### src/rtl/rle_pkg.sv
// Shared types, constants and the RGB565 packing function for the run-length encoder.
// Depends on nothing; the top level, rle_front, rle_fifo and rle_back import it.
`default_nettype none

package rle_pkg;

  // Longest run that one pair can describe.
  localparam logic [15:0] RUN_CAP = 16'hFFFF;

  // Bit positions of the red and green fields in an RGB565 word.
  localparam int unsigned RED_POS   = 11;
  localparam int unsigned GREEN_POS = 5;

  // Default number of entries in the queue between front and back.
  localparam int unsigned QUEUE_DEPTH = 4;

  // One finished run.
  typedef struct packed {
    logic [15:0] run_length;
    logic [15:0] color565;
  } run_pair_t;

  // Work for the back end caused by one pixel: an optional run closed by a
  // color change or the cap, then an optional run closed by the frame end.
  typedef struct packed {
    logic      has_split;
    run_pair_t split;
    logic      has_flush;
    run_pair_t flush;
  } rle_cmd_t;

  // Keep the top 5, 6 and 5 bits of red, green and blue.
  function automatic logic [15:0] pack565(input logic [7:0] red, input logic [7:0] green,
                                          input logic [7:0] blue);
    logic [15:0] r5;
    logic [15:0] g6;
    logic [15:0] b5;
    r5 = {11'd0, red[7:3]};
    g6 = {10'd0, green[7:2]};
    b5 = {11'd0, blue[7:3]};
    return (r5 << RED_POS) | (g6 << GREEN_POS) | b5;
  endfunction

endpackage

`default_nettype wire

### src/rtl/rle_pixel_if.sv
// Valid/ready channel that carries one RGB24 pixel and its end-of-frame mark.
// Stand-alone; used by the encoder's input port.
`default_nettype none

interface rle_pixel_if;
  logic       valid;
  logic       ready;
  logic [7:0] red;
  logic [7:0] green;
  logic [7:0] blue;
  logic       frame_end;

  modport source (output valid, output red, output green, output blue, output frame_end,
                  input ready);
  modport sink (input valid, input red, input green, input blue, input frame_end,
                output ready);
endinterface

`default_nettype wire

### src/rtl/rle_run_if.sv
// Valid/ready channel that carries one (run_length, color565) pair.
// Stand-alone; used by the encoder's output port.
`default_nettype none

interface rle_run_if;
  logic        valid;
  logic        ready;
  logic [15:0] run_length;
  logic [15:0] color565;
  logic        frame_done;

  modport source (output valid, output run_length, output color565, output frame_done,
                  input ready);
  modport sink (input valid, input run_length, input color565, input frame_done,
                output ready);
endinterface

`default_nettype wire

### src/rtl/rgb565_run_length_encoder.sv
// Top level of the RGB565 run-length encoder: front end, command queue and back end.
// Depends on rle_pkg, rle_pixel_if, rle_run_if, rle_front, rle_fifo and rle_back.
`default_nettype none

// Takes one RGB24 pixel per transfer on pix_i, reduces it to RGB565 and emits
// (run_length, color565, frame_done) pairs on run_o. A run closes when the color
// changes, when a pixel arrives after 65535 pixels, or on a frame_end pixel, which
// closes the run including itself with frame_done set; such a pixel can give two
// pairs. The front end takes one pixel every cycle as long as the command queue
// (QueueDepth entries) has room; the back end drains one pair per cycle while run_o
// is ready, through its output register, so a pixel that gives two pairs keeps its
// command at the queue head until both pairs are loaded. A pair passes through the
// command queue and then the output register before it appears on run_o.
module rgb565_run_length_encoder import rle_pkg::*; #(
  parameter int unsigned QueueDepth = QUEUE_DEPTH
) (
  input  wire         clk_i,
  input  wire         rst_ni,
  rle_pixel_if.sink   pix_i,
  rle_run_if.source   run_o
);

  logic     push_valid;
  logic     push_ready;
  rle_cmd_t push_data;
  logic     pop;
  logic     head_valid;
  rle_cmd_t head;

  rle_front u_front (
    .clk_i        (clk_i),
    .rst_ni       (rst_ni),
    .pix          (pix_i),
    .push_valid_o (push_valid),
    .push_data_o  (push_data),
    .push_ready_i (push_ready)
  );

  rle_fifo #(
    .Depth (QueueDepth)
  ) u_fifo (
    .clk_i        (clk_i),
    .rst_ni       (rst_ni),
    .push_i       (push_valid),
    .push_data_i  (push_data),
    .push_ready_o (push_ready),
    .pop_i        (pop),
    .head_valid_o (head_valid),
    .head_o       (head)
  );

  rle_back u_back (
    .clk_i        (clk_i),
    .rst_ni       (rst_ni),
    .head_valid_i (head_valid),
    .head_i       (head),
    .pop_o        (pop),
    .run          (run_o)
  );

endmodule

`default_nettype wire

### src/rtl/rle_front.sv
// Front end: accepts pixels, tracks the open run and queues the runs each pixel closes.
// Depends on rle_pkg and rle_pixel_if.
`default_nettype none

module rle_front import rle_pkg::*; (
  input  wire            clk_i,
  input  wire            rst_ni,
  rle_pixel_if.sink      pix,
  output logic           push_valid_o,
  output rle_cmd_t       push_data_o,
  input  wire            push_ready_i
);

  logic [15:0] color_q, color_d;
  logic [15:0] count_q, count_d;
  logic        open_q, open_d;
  logic [15:0] pix_color;
  logic        accept;
  logic        extend;
  rle_cmd_t    cmd;

  // A pixel transfers whenever the queue has room for what it may cause.
  assign pix.ready = push_ready_i;
  assign accept    = pix.valid && push_ready_i;
  assign pix_color = pack565(pix.red, pix.green, pix.blue);
  assign extend    = open_q && (pix_color == color_q) && (count_q != RUN_CAP);

  // Classify the pixel: extend the run, or close it and open a new one.
  always_comb begin
    color_d         = color_q;
    count_d         = count_q;
    open_d          = open_q;
    cmd.has_split   = 1'b0;
    cmd.split       = '{run_length: count_q, color565: color_q};
    cmd.has_flush   = 1'b0;
    cmd.flush       = '{run_length: 16'd0, color565: 16'd0};
    if (extend) begin
      count_d = count_q + 16'd1;
    end else begin
      cmd.has_split = open_q;
      color_d       = pix_color;
      count_d       = 16'd1;
      open_d        = 1'b1;
    end
    // The frame end closes the run including this pixel.
    if (pix.frame_end) begin
      cmd.has_flush = 1'b1;
      cmd.flush     = '{run_length: count_d, color565: color_d};
      color_d       = 16'd0;
      count_d       = 16'd0;
      open_d        = 1'b0;
    end
  end

  assign push_valid_o = accept && (cmd.has_split || cmd.has_flush);
  assign push_data_o  = cmd;

  // Run state advances only on an input transfer.
  always_ff @(posedge clk_i or negedge rst_ni) begin
    if (!rst_ni) begin
      color_q <= 16'd0;
      count_q <= 16'd0;
      open_q  <= 1'b0;
    end else if (accept) begin
      color_q <= color_d;
      count_q <= count_d;
      open_q  <= open_d;
    end
  end

`ifndef SYNTHESIS
  // An open run always holds at least one pixel, a closed one none.
  a_open_count: assert property (@(posedge clk_i) disable iff (!rst_ni)
    open_q == (count_q != 16'd0))
    else $error("run open flag and length disagree");
`endif

endmodule

`default_nettype wire

### src/rtl/rle_fifo.sv
// Short first-in first-out queue of run commands between front and back end.
// Depends on rle_pkg.
`default_nettype none

module rle_fifo import rle_pkg::*; #(
  parameter int unsigned Depth = QUEUE_DEPTH
) (
  input  wire       clk_i,
  input  wire       rst_ni,
  input  wire       push_i,
  input  rle_cmd_t  push_data_i,
  output logic      push_ready_o,
  input  wire       pop_i,
  output logic      head_valid_o,
  output rle_cmd_t  head_o
);

  localparam int unsigned AddrW = (Depth > 1) ? $clog2(Depth) : 1;
  localparam int unsigned CntW  = $clog2(Depth + 1);

  rle_cmd_t         entry_q [Depth];
  logic [AddrW-1:0] wr_ptr_q, rd_ptr_q;
  logic [CntW-1:0]  count_q;
  logic             do_push, do_pop;

  assign push_ready_o = (count_q != CntW'(Depth));
  assign head_valid_o = (count_q != '0);
  assign head_o       = entry_q[rd_ptr_q];
  assign do_push      = push_i && push_ready_o;
  assign do_pop       = pop_i && head_valid_o;

  // Entry storage.
  always_ff @(posedge clk_i) begin
    if (do_push) begin
      entry_q[wr_ptr_q] <= push_data_i;
    end
  end

  // Pointers and fill count.
  always_ff @(posedge clk_i or negedge rst_ni) begin
    if (!rst_ni) begin
      wr_ptr_q <= '0;
      rd_ptr_q <= '0;
      count_q  <= '0;
    end else begin
      if (do_push) begin
        wr_ptr_q <= (wr_ptr_q == AddrW'(Depth - 1)) ? '0 : wr_ptr_q + 1'b1;
      end
      if (do_pop) begin
        rd_ptr_q <= (rd_ptr_q == AddrW'(Depth - 1)) ? '0 : rd_ptr_q + 1'b1;
      end
      if (do_push && !do_pop) begin
        count_q <= count_q + 1'b1;
      end else if (!do_push && do_pop) begin
        count_q <= count_q - 1'b1;
      end
    end
  end

`ifndef SYNTHESIS
  // The front end never offers a command to a full queue.
  a_no_overflow: assert property (@(posedge clk_i) disable iff (!rst_ni)
    push_i |-> push_ready_o)
    else $error("push into full queue");

  // The fill count stays within the depth.
  a_count_range: assert property (@(posedge clk_i) disable iff (!rst_ni)
    count_q <= CntW'(Depth))
    else $error("queue fill count out of range");
`endif

endmodule

`default_nettype wire

### src/rtl/rle_back.sv
// Back end: unpacks queued commands into one or two run pairs and holds each in an
// output register until its transfer. Depends on rle_pkg and rle_run_if.
`default_nettype none

module rle_back import rle_pkg::*; (
  input  wire        clk_i,
  input  wire        rst_ni,
  input  wire        head_valid_i,
  input  rle_cmd_t   head_i,
  output logic       pop_o,
  rle_run_if.source  run
);

  logic      out_valid_q, out_valid_d;
  run_pair_t pair_q, pair_d;
  logic      done_q, done_d;
  logic      phase_q, phase_d;
  logic      load;
  logic      sel_flush;

  // The output register takes a new pair when it is empty or being drained.
  assign load      = !out_valid_q || run.ready;
  assign sel_flush = phase_q || !head_i.has_split;

  // Choose the next pair of the head command and decide when it is used up.
  always_comb begin
    out_valid_d = out_valid_q;
    pair_d      = pair_q;
    done_d      = done_q;
    phase_d     = phase_q;
    pop_o       = 1'b0;
    if (load) begin
      out_valid_d = head_valid_i;
      if (head_valid_i) begin
        if (sel_flush) begin
          pair_d  = head_i.flush;
          done_d  = 1'b1;
          phase_d = 1'b0;
          pop_o   = 1'b1;
        end else begin
          pair_d  = head_i.split;
          done_d  = 1'b0;
          phase_d = head_i.has_flush;
          pop_o   = !head_i.has_flush;
        end
      end
    end
  end

  // Control state.
  always_ff @(posedge clk_i or negedge rst_ni) begin
    if (!rst_ni) begin
      out_valid_q <= 1'b0;
      phase_q     <= 1'b0;
    end else begin
      out_valid_q <= out_valid_d;
      phase_q     <= phase_d;
    end
  end

  // Output payload.
  always_ff @(posedge clk_i) begin
    pair_q <= pair_d;
    done_q <= done_d;
  end

  assign run.valid      = out_valid_q;
  assign run.run_length = pair_q.run_length;
  assign run.color565   = pair_q.color565;
  assign run.frame_done = done_q;

`ifndef SYNTHESIS
  // While the second pair is pending, its command is still at the queue head.
  a_phase_head: assert property (@(posedge clk_i) disable iff (!rst_ni)
    phase_q |-> (head_valid_i && head_i.has_flush))
    else $error("flush pair pending without its command");
`endif

endmodule

`default_nettype wire
### src/flat_wrapper.sv
// flat-port wrapper written by rule: the top's interface ports become plain ports
module rgb565_run_length_encoder_flat import rle_pkg::*;
#(
  parameter int unsigned QueueDepth = QUEUE_DEPTH
)
  (clk_i, rst_ni, pix_i_valid, pix_i_red, pix_i_green, pix_i_blue, pix_i_frame_end, pix_i_ready, run_o_valid, run_o_run_length, run_o_color565, run_o_frame_done, run_o_ready);
  rle_pixel_if pix_i_i ();
  rle_run_if run_o_i ();
  input  wire clk_i;
  input  wire rst_ni;
  input wire logic [$bits(pix_i_i.valid)-1:0] pix_i_valid;
  input wire logic [$bits(pix_i_i.red)-1:0] pix_i_red;
  input wire logic [$bits(pix_i_i.green)-1:0] pix_i_green;
  input wire logic [$bits(pix_i_i.blue)-1:0] pix_i_blue;
  input wire logic [$bits(pix_i_i.frame_end)-1:0] pix_i_frame_end;
  output wire logic [$bits(pix_i_i.ready)-1:0] pix_i_ready;
  output wire logic [$bits(run_o_i.valid)-1:0] run_o_valid;
  output wire logic [$bits(run_o_i.run_length)-1:0] run_o_run_length;
  output wire logic [$bits(run_o_i.color565)-1:0] run_o_color565;
  output wire logic [$bits(run_o_i.frame_done)-1:0] run_o_frame_done;
  input wire logic [$bits(run_o_i.ready)-1:0] run_o_ready;
  assign pix_i_i.valid = pix_i_valid;
  assign pix_i_i.red = pix_i_red;
  assign pix_i_i.green = pix_i_green;
  assign pix_i_i.blue = pix_i_blue;
  assign pix_i_i.frame_end = pix_i_frame_end;
  assign pix_i_ready = pix_i_i.ready;
  assign run_o_valid = run_o_i.valid;
  assign run_o_run_length = run_o_i.run_length;
  assign run_o_color565 = run_o_i.color565;
  assign run_o_frame_done = run_o_i.frame_done;
  assign run_o_i.ready = run_o_ready;
  rgb565_run_length_encoder #(.QueueDepth(QueueDepth)) u_core (.clk_i(clk_i), .rst_ni(rst_ni), .pix_i(pix_i_i), .run_o(run_o_i));
endmodule
### config.mk
export PLATFORM = sky130hd
export DESIGN_NAME = rgb565_run_length_encoder_flat
export DESIGN_NICKNAME = d
export VERILOG_FILES = /design/src/rtl/rle_pkg.sv /design/src/rtl/rle_pixel_if.sv /design/src/rtl/rle_run_if.sv /design/src/rtl/rgb565_run_length_encoder.sv /design/src/rtl/rle_front.sv /design/src/rtl/rle_fifo.sv /design/src/rtl/rle_back.sv /design/src/flat_wrapper.sv
export SDC_FILE = /design/constraint.sdc
export NUM_CORES = 1
export LEC_CHECK = 0
export BUFFER_PORTS_ARGS = -buffer_cell sky130_fd_sc_hd__buf_2
export CAP_MARGIN = 20
export CORE_UTILIZATION = 40
export DETAILED_ROUTE_END_ITERATION = 8
export SYNTH_ARGS = -nofsm -noshare
export SYNTH_HDL_FRONTEND = slang
export SYNTH_HIERARCHICAL = 1
export SYNTH_SLANG_ARGS = --single-unit
### constraint.sdc
create_clock -name clk_i -period 5.88 [get_ports clk_i]
set_input_delay 1.176 -clock clk_i [delete_from_list [all_inputs] [get_ports clk_i]]
set_output_delay 1.176 -clock clk_i [all_outputs]
set_load 0.03 [all_outputs]
# Yosys cells after proc, flatten, opt, wreduce, memory -nomap -nowiden
# Memory sizes are Yosys's and may differ from the RTL's.
# Cells that the tools add are included.
word_totals:
  register_bits: 75
  latch_bits: 0
  ram_bits: 264
  romBits: 0
  in_bits: 29
  output_inout_bits: 35
  word_cells: 65
  memories: 1
classes:
  add_sub_neg: 5
  multipliers: 0
  n_div: 0
  magnitude_cmp: 0
  n_eq_ne: 6
  shift: 0
  n_mux: 20
  n_bitwise: 2
  n_reduce_logical: 20
memory_table:
  columns: ["memory", "depth", "word_bits", "read_ports", "rd_clocked_by_memory_dff", "write_ports", "line", "source"]
  rows:
  - ["u_core.u_fifo.entry_q", 4, 66, 1, 0, 1, "rle_fifo.sv:21", "rle_cmd_t entry_q [Depth];"]
op_table:
  columns: ["cell", "n"]
  rows:
  - ["16-bit two-way mux", 4]
  - ["33-bit two-way mux", 1]
  - ["32-bit two-way mux", 1]
  - ["16-bit by 1-bit adder with 16-bit output, second input constant", 1]
  - ["16-bit equality test", 1]
  - ["16-bit != test, second input constant", 1]
  - ["16-bit by 11-bit OR with 16-bit output", 1]
  - ["16-bit by 5-bit OR with 16-bit output", 1]
  - ["1-bit two-way mux", 10]
  - ["1-bit logical AND", 8]
  - ["3-bit two-way mux", 2]
  - ["1-bit zero test", 5]
  - ["2-bit by 1-bit adder with 2-bit output, second input constant", 2]
  - ["2-bit equality test, second input constant", 2]
  - ["2-bit two-way mux", 2]
  - ["2-bit AND reduction", 2]
  - ["3-bit by 1-bit adder with 3-bit output, second input constant", 1]
  - ["1-bit logical OR", 3]
  - ["3-bit != test, second input constant", 1]
  - ["3-bit nonzero test", 1]
  - ["3-bit by 1-bit subtractor with 3-bit output, second input constant", 1]
  - ["2-bit != test, second input constant", 1]
  - ["2-bit nonzero test", 1]

# Longest topological paths before layout
logic_depth:
  ltp_word: 14
  ltp_mapped: 13
  mapped_depth_nobuf: 12

# Modules after synthesis
# Netlist, hierarchy kept.
by_module_without_submodules:
  columns: ["mod", "instances", "cells_each", "area_per_inst_um2", "seq_area_each_um2"]
  rows:
  - ["rle_fifo", 1, 381, 9958.3, 8102.8]
  - ["rle_front", 1, 277, 2252.2, 825.8]
  - ["rle_back", 1, 147, 1565.3, 1041.0]

# Least setup slack after synthesis
# Ideal clock, no wire load.
synth_path:
  kind: "input to register"
  from: "input pix_i_green[7]"
  to: "register u_core.u_fifo.count_q[1]"
  setup_time_ps: 125
  t_arrival_ps: 3561
  t_required_ps: 5755
  path_slack_ps: 2195
  path_stages: 10
  path_buffers: 0
  path_cell_list: "nor2b_1 -> a2111o_1 -> nor4_4 -> a31oi_1 -> o21ba_2 -> and2_4 -> ha_1 -> inv_1 -> fa_1 -> mux2_2"
synth_lines:
  columns: ["item", "line", "source"]
  rows:
  - ["start, declared", "flat_wrapper.sv:13", "input wire logic [$bits(pix_i_i.green)-1:0] pix_i_green;"]
  - ["end signal, assigned", "rle_fifo.sv:53", "count_q <= count_q + 1'b1;"]
  - ["end signal, assigned", "rle_fifo.sv:55", "count_q <= count_q - 1'b1;"]
  - ["end, declared", "rle_fifo.sv:23", "logic [CntW-1:0] count_q;"]

==> impl_results.rst <==
.. list-table::
   :header-rows: 1

   * - Metric
     - Value
   * - Run status
     - completed
   * - H-tree level count
     - 2
   * - Vias in the first global route
     - 7025
   * - Insertion delay to the later sink of the worst-skew pair
     - just over 500 ps
   * - Overall routed net length
     - 26300 um
   * - Hold crit path type
     - register to register
   * - Total Power Consumption
     - roughly 0.0078 W
   * - Global-route usage over all layers
     - between 10% and 20%
   * - Ant diodes
     - 0
   * - Average via count per standard cell
     - around 5
   * - DR DRC count
     - 0
   * - Beginning of the worst hold path
     - u_core/u_fifo/count_q[2]$_DFFE_PN0P_
   * - Worst setup SP type
     - primary input
   * - Worst EP required
     - between 6000 and 7000 ps
   * - Worst IR drop on VDD
     - roughly 260 uV
   * - Cell internal power dissipation
     - approximately 0.0054 W
   * - Lkg Pwr
     - between 5 and 6 nW
   * - Asr flop ratio synth
     - 12.4%
   * - Warning count from the yosys run
     - 6
   * - Largest cells by area after synthesis
     - edfxtp_1, mux4_2, dfrtp_1
   * - Proportion of layout cells with a drive suffix above 1
     - 24.5%
   * - Net switching power figure
     - 0.00240 W
   * - Clock share of power
     - 27.9%
   * - Die height
     - approximately 190 um
   * - Number of CTS-inserted buffers
     - 36
   * - Kind of critical path
     - primary input to register
   * - Post-route fraction of the period consumed by the critical path
     - 64.8%
   * - TritonCTS clock tree
     - built
   * - Min Clock Period, post-route
     - around 3800 ps
   * - Net switching share of the total power
     - a little under a third
   * - Logic pwr share
     - 27.1%
   * - Setup repair after global routing missed its margin
     - false
   * - Pin count of the biggest net entering global routing
     - between 60 and 70
   * - Top-level port count
     - between 60 and 70
   * - Final number of hold-violating endpoints
     - 0
   * - Min-Delay Path Depth
     - 1
   * - Synth Register Bits
     - around 340
   * - Area of the core region
     - 33700 um^2
   * - Number of instances in the placed design
     - 1278
   * - Number of antenna violations at the first check in global routing
     - 0
   * - Most frequently used flop master after synthesis
     - edfxtp_1
   * - Count of antenna-violating nets left after detailed routing
     - 0
   * - Effective utilization at floorplan
     - 40.9%
   * - Finished Core Util
     - 46.3%
   * - Master cell of the clock root buffer
     - clkbuf_16
   * - Die Outline Area
     - 35200 um^2
   * - Commonest cells in the synthesized netlist
     - edfxtp_1, nand2_1, mux4_2
   * - Sequential element share of the synthesized area
     - between 70% and 80%
   * - Average cell area after synthesis
     - between 15 and 20 um^2
   * - Post-Route Setup TNS
     - 0 ps
   * - Number of synthesized flops with an enable pin
     - a little under 300
   * - Critical-path maximum fanout
     - 51
   * - Terminus of the critical flop-to-flop path
     - u_core/u_fifo/entry_q[1][18]$_DFFE_PP_
   * - Total congestion overflow after global routing
     - 0
   * - Half-perimeter wire length after detailed placement
     - around 14000 um
   * - Routed length per instance
     - between 15 and 20 um
   * - Worst relative slew slack
     - approximately 36%
   * - Terminating pin of the worst hold path
     - u_core/u_fifo/count_q[2]$_DFFE_PN0P_
   * - Wire length of the first global-routing pass
     - 41200 um
   * - Horizontal extent of the die
     - 188 um
   * - Maximum clock frequency
     - 262 MHz
   * - Power density relative to cell area
     - 498 nW/um^2
   * - Clock edge transition at the registers on the reported setup and hold paths
     - roughly 60 ps
   * - Number of pins with negative max-slew slack in the final report
     - 0
   * - Number of distinct standard cells referenced by the synthesized netlist
     - 57
   * - R2R depth
     - 7
   * - Post-synthesis cell type with the largest combined area
     - edfxtp_1
   * - Worst Max-Slew Pin Slew
     - around 960 ps
   * - Final standard cell count with taps included and fillers excluded
     - 1343
   * - Reg-to-reg startpoint
     - u_core/u_front/count_q[0]$_DFFE_PN0P_
   * - Cell Area, Synth
     - 13800 um^2
   * - Layout Area Growth over Synthesis
     - 13.3%
   * - Total setup buffers inserted after CTS
     - 0
   * - Top cell type's share of synthesized area
     - 64.7%
   * - 1st-iter DRT viols
     - between 500 and 600
   * - Slack of the worst reg-to-reg path
     - around 2200 ps
   * - Fin nets
     - between 900 and 1000
   * - Gp weighted congestion
     - 0.709
   * - Final Skew
     - 13.0 ps
   * - Number of core rows
     - 67
   * - Number of buffers on the longest clock path
     - 3
   * - Most frequent cell after synthesis
     - edfxtp_1
   * - Sinks on the clock net
     - about 340
   * - Total of hold buffers inserted after clock tree synthesis
     - 0
   * - Flop pwr share
     - between 40% and 50%
   * - Via count of the routed design
     - 6916
   * - Max capacitance violation total
     - 0
   * - Syn Nets
     - 842
   * - First drt pass iteration count
     - 5
   * - Critical path arrival
     - slightly below 4000 ps
   * - Total of cells resized after clock tree synthesis
     - 0
   * - Critical Path End Type
     - register
   * - Port bufs
     - 55
   * - Post-Synthesis Cells
     - about 810
   * - Post-route worst hold slack
     - 496 ps
   * - Total setup violations reported at the end of the flow
     - 0
## worst max-delay path, cell delays in order
cell and delay, ps:
buf_2 100, inv_1 70, o221ai_1 390, nor2_1 280, a31oi_1 440, o21ba_2 240
and3_2 490, buf_4 740
## flip-flops by register name, summed over array words and instances (netlist names)
register                      flops
u_core/u_back/run.frame_done      1
u_core/u_front/open_q             1
u_core/u_fifo/entry_q           264
u_core/u_fifo/wr_ptr_q            2
u_core/u_back/run.color565       16
u_core/u_fifo/rd_ptr_q            2
u_core/u_back/run.run_length     16
u_core/u_back/run.valid           1
u_core/u_front/color_q           16
u_core/u_fifo/count_q             3
u_core/u_front/count_q           16
u_core/u_back/phase_q             1
## per-stage QoR
step           area [um^2]  setup slack, ps
2_1_floorplan        13800             2190
3_3_place_gp         14500             1510
3_5_place_dp         14500             1480
4_1_cts              15600             2010
5_1_grt              15600             1830
6_report             15600             2070
## worst max path at each step
| stage | from | endpoint | slack (ps) | cells past startpoint |
|---|---|---|---|---|
| floorplan | pix_i_green[7] | u_core/u_fifo/count_q[1]$_DFFE_PN0P_ | 2190 | 10 |
| global placement | pix_i_red[3] | u_core/u_fifo/entry_q[1][41]$_DFFE_PP_ | 1510 | 8 |
| detailed placement | pix_i_red[3] | u_core/u_fifo/entry_q[1][41]$_DFFE_PP_ | 1480 | 8 |
| CTS | pix_i_red[3] | u_core/u_fifo/entry_q[1][18]$_DFFE_PP_ | 2010 | 8 |
| global route | pix_i_red[3] | u_core/u_fifo/entry_q[1][24]$_DFFE_PP_ | 1830 | 8 |
| finish | pix_i_red[3] | u_core/u_fifo/entry_q[1][18]$_DFFE_PP_ | 2070 | 8 |
## layer usage
layer	GRT usage, %	vias to the layer above	part of all wire (%)
li1	-	3211	-
met1	20.9	3538	45
met2	25.5	134	49
met3	2.55	33	4.2
met4	4.03	0	1.6
met5	0	-	0
## cell type report
class | instances | area (um^2)
Timing Repair Buffer | 67 | 378
Inverter | 11 | 48.8
Fill cell | 2912 | 18100
Clock buffer | 48 | 1010
Multi-Input combinational cell | 413 | 3500
Clock inverter | 17 | 138
Tap cell | 448 | 561
Sequential cell | 339 | 9970
## logic make-up after synthesis
kind of cell	synth area share, %
muxes	11.3
buffers and inverters	2.31
adders and majority gates	0.781
DFF	72.4
AOI/OAI and AO/OA	2.15
xor gates and xnor gates	1.72
and+or+nand+nor	9.35
## placed cells by master, fill, tap and decap left out, types with 6 or more instances in the layout
cell type,count
a32oi_1,7
and2_1,17
buf_2,55
buf_4,11
clkbuf_1,7
clkbuf_16,37
clkinv_1,7
clkinv_2,6
dfrtp_1,40
edfxtp_1,297
ha_1,7
inv_1,8
mux4_2,66
nand2_1,140
nand2_2,11
nand3_1,13
nand4_1,16
nor2_1,27
nor3_1,6
o21ai_0,16
xnor2_1,19
xor2_1,8
## power groups by stage
| stage | combinational (W) | sequential [W] | clock [W] |
|---|---|---|---|
| global route | 0.00231 | 0.00356 | 0.00233 |
| CTS | 0.00217 | 0.00351 | 0.00223 |
| floorplan | 0.00148 | 0.00369 | 0 |
| finish | 0.00211 | 0.00350 | 0.00217 |
| global placement | 0.00215 | 0.00354 | 0 |
| detailed placement | 0.00217 | 0.00356 | 0 |
Note: power is estimated with default switching activity, not from simulation.
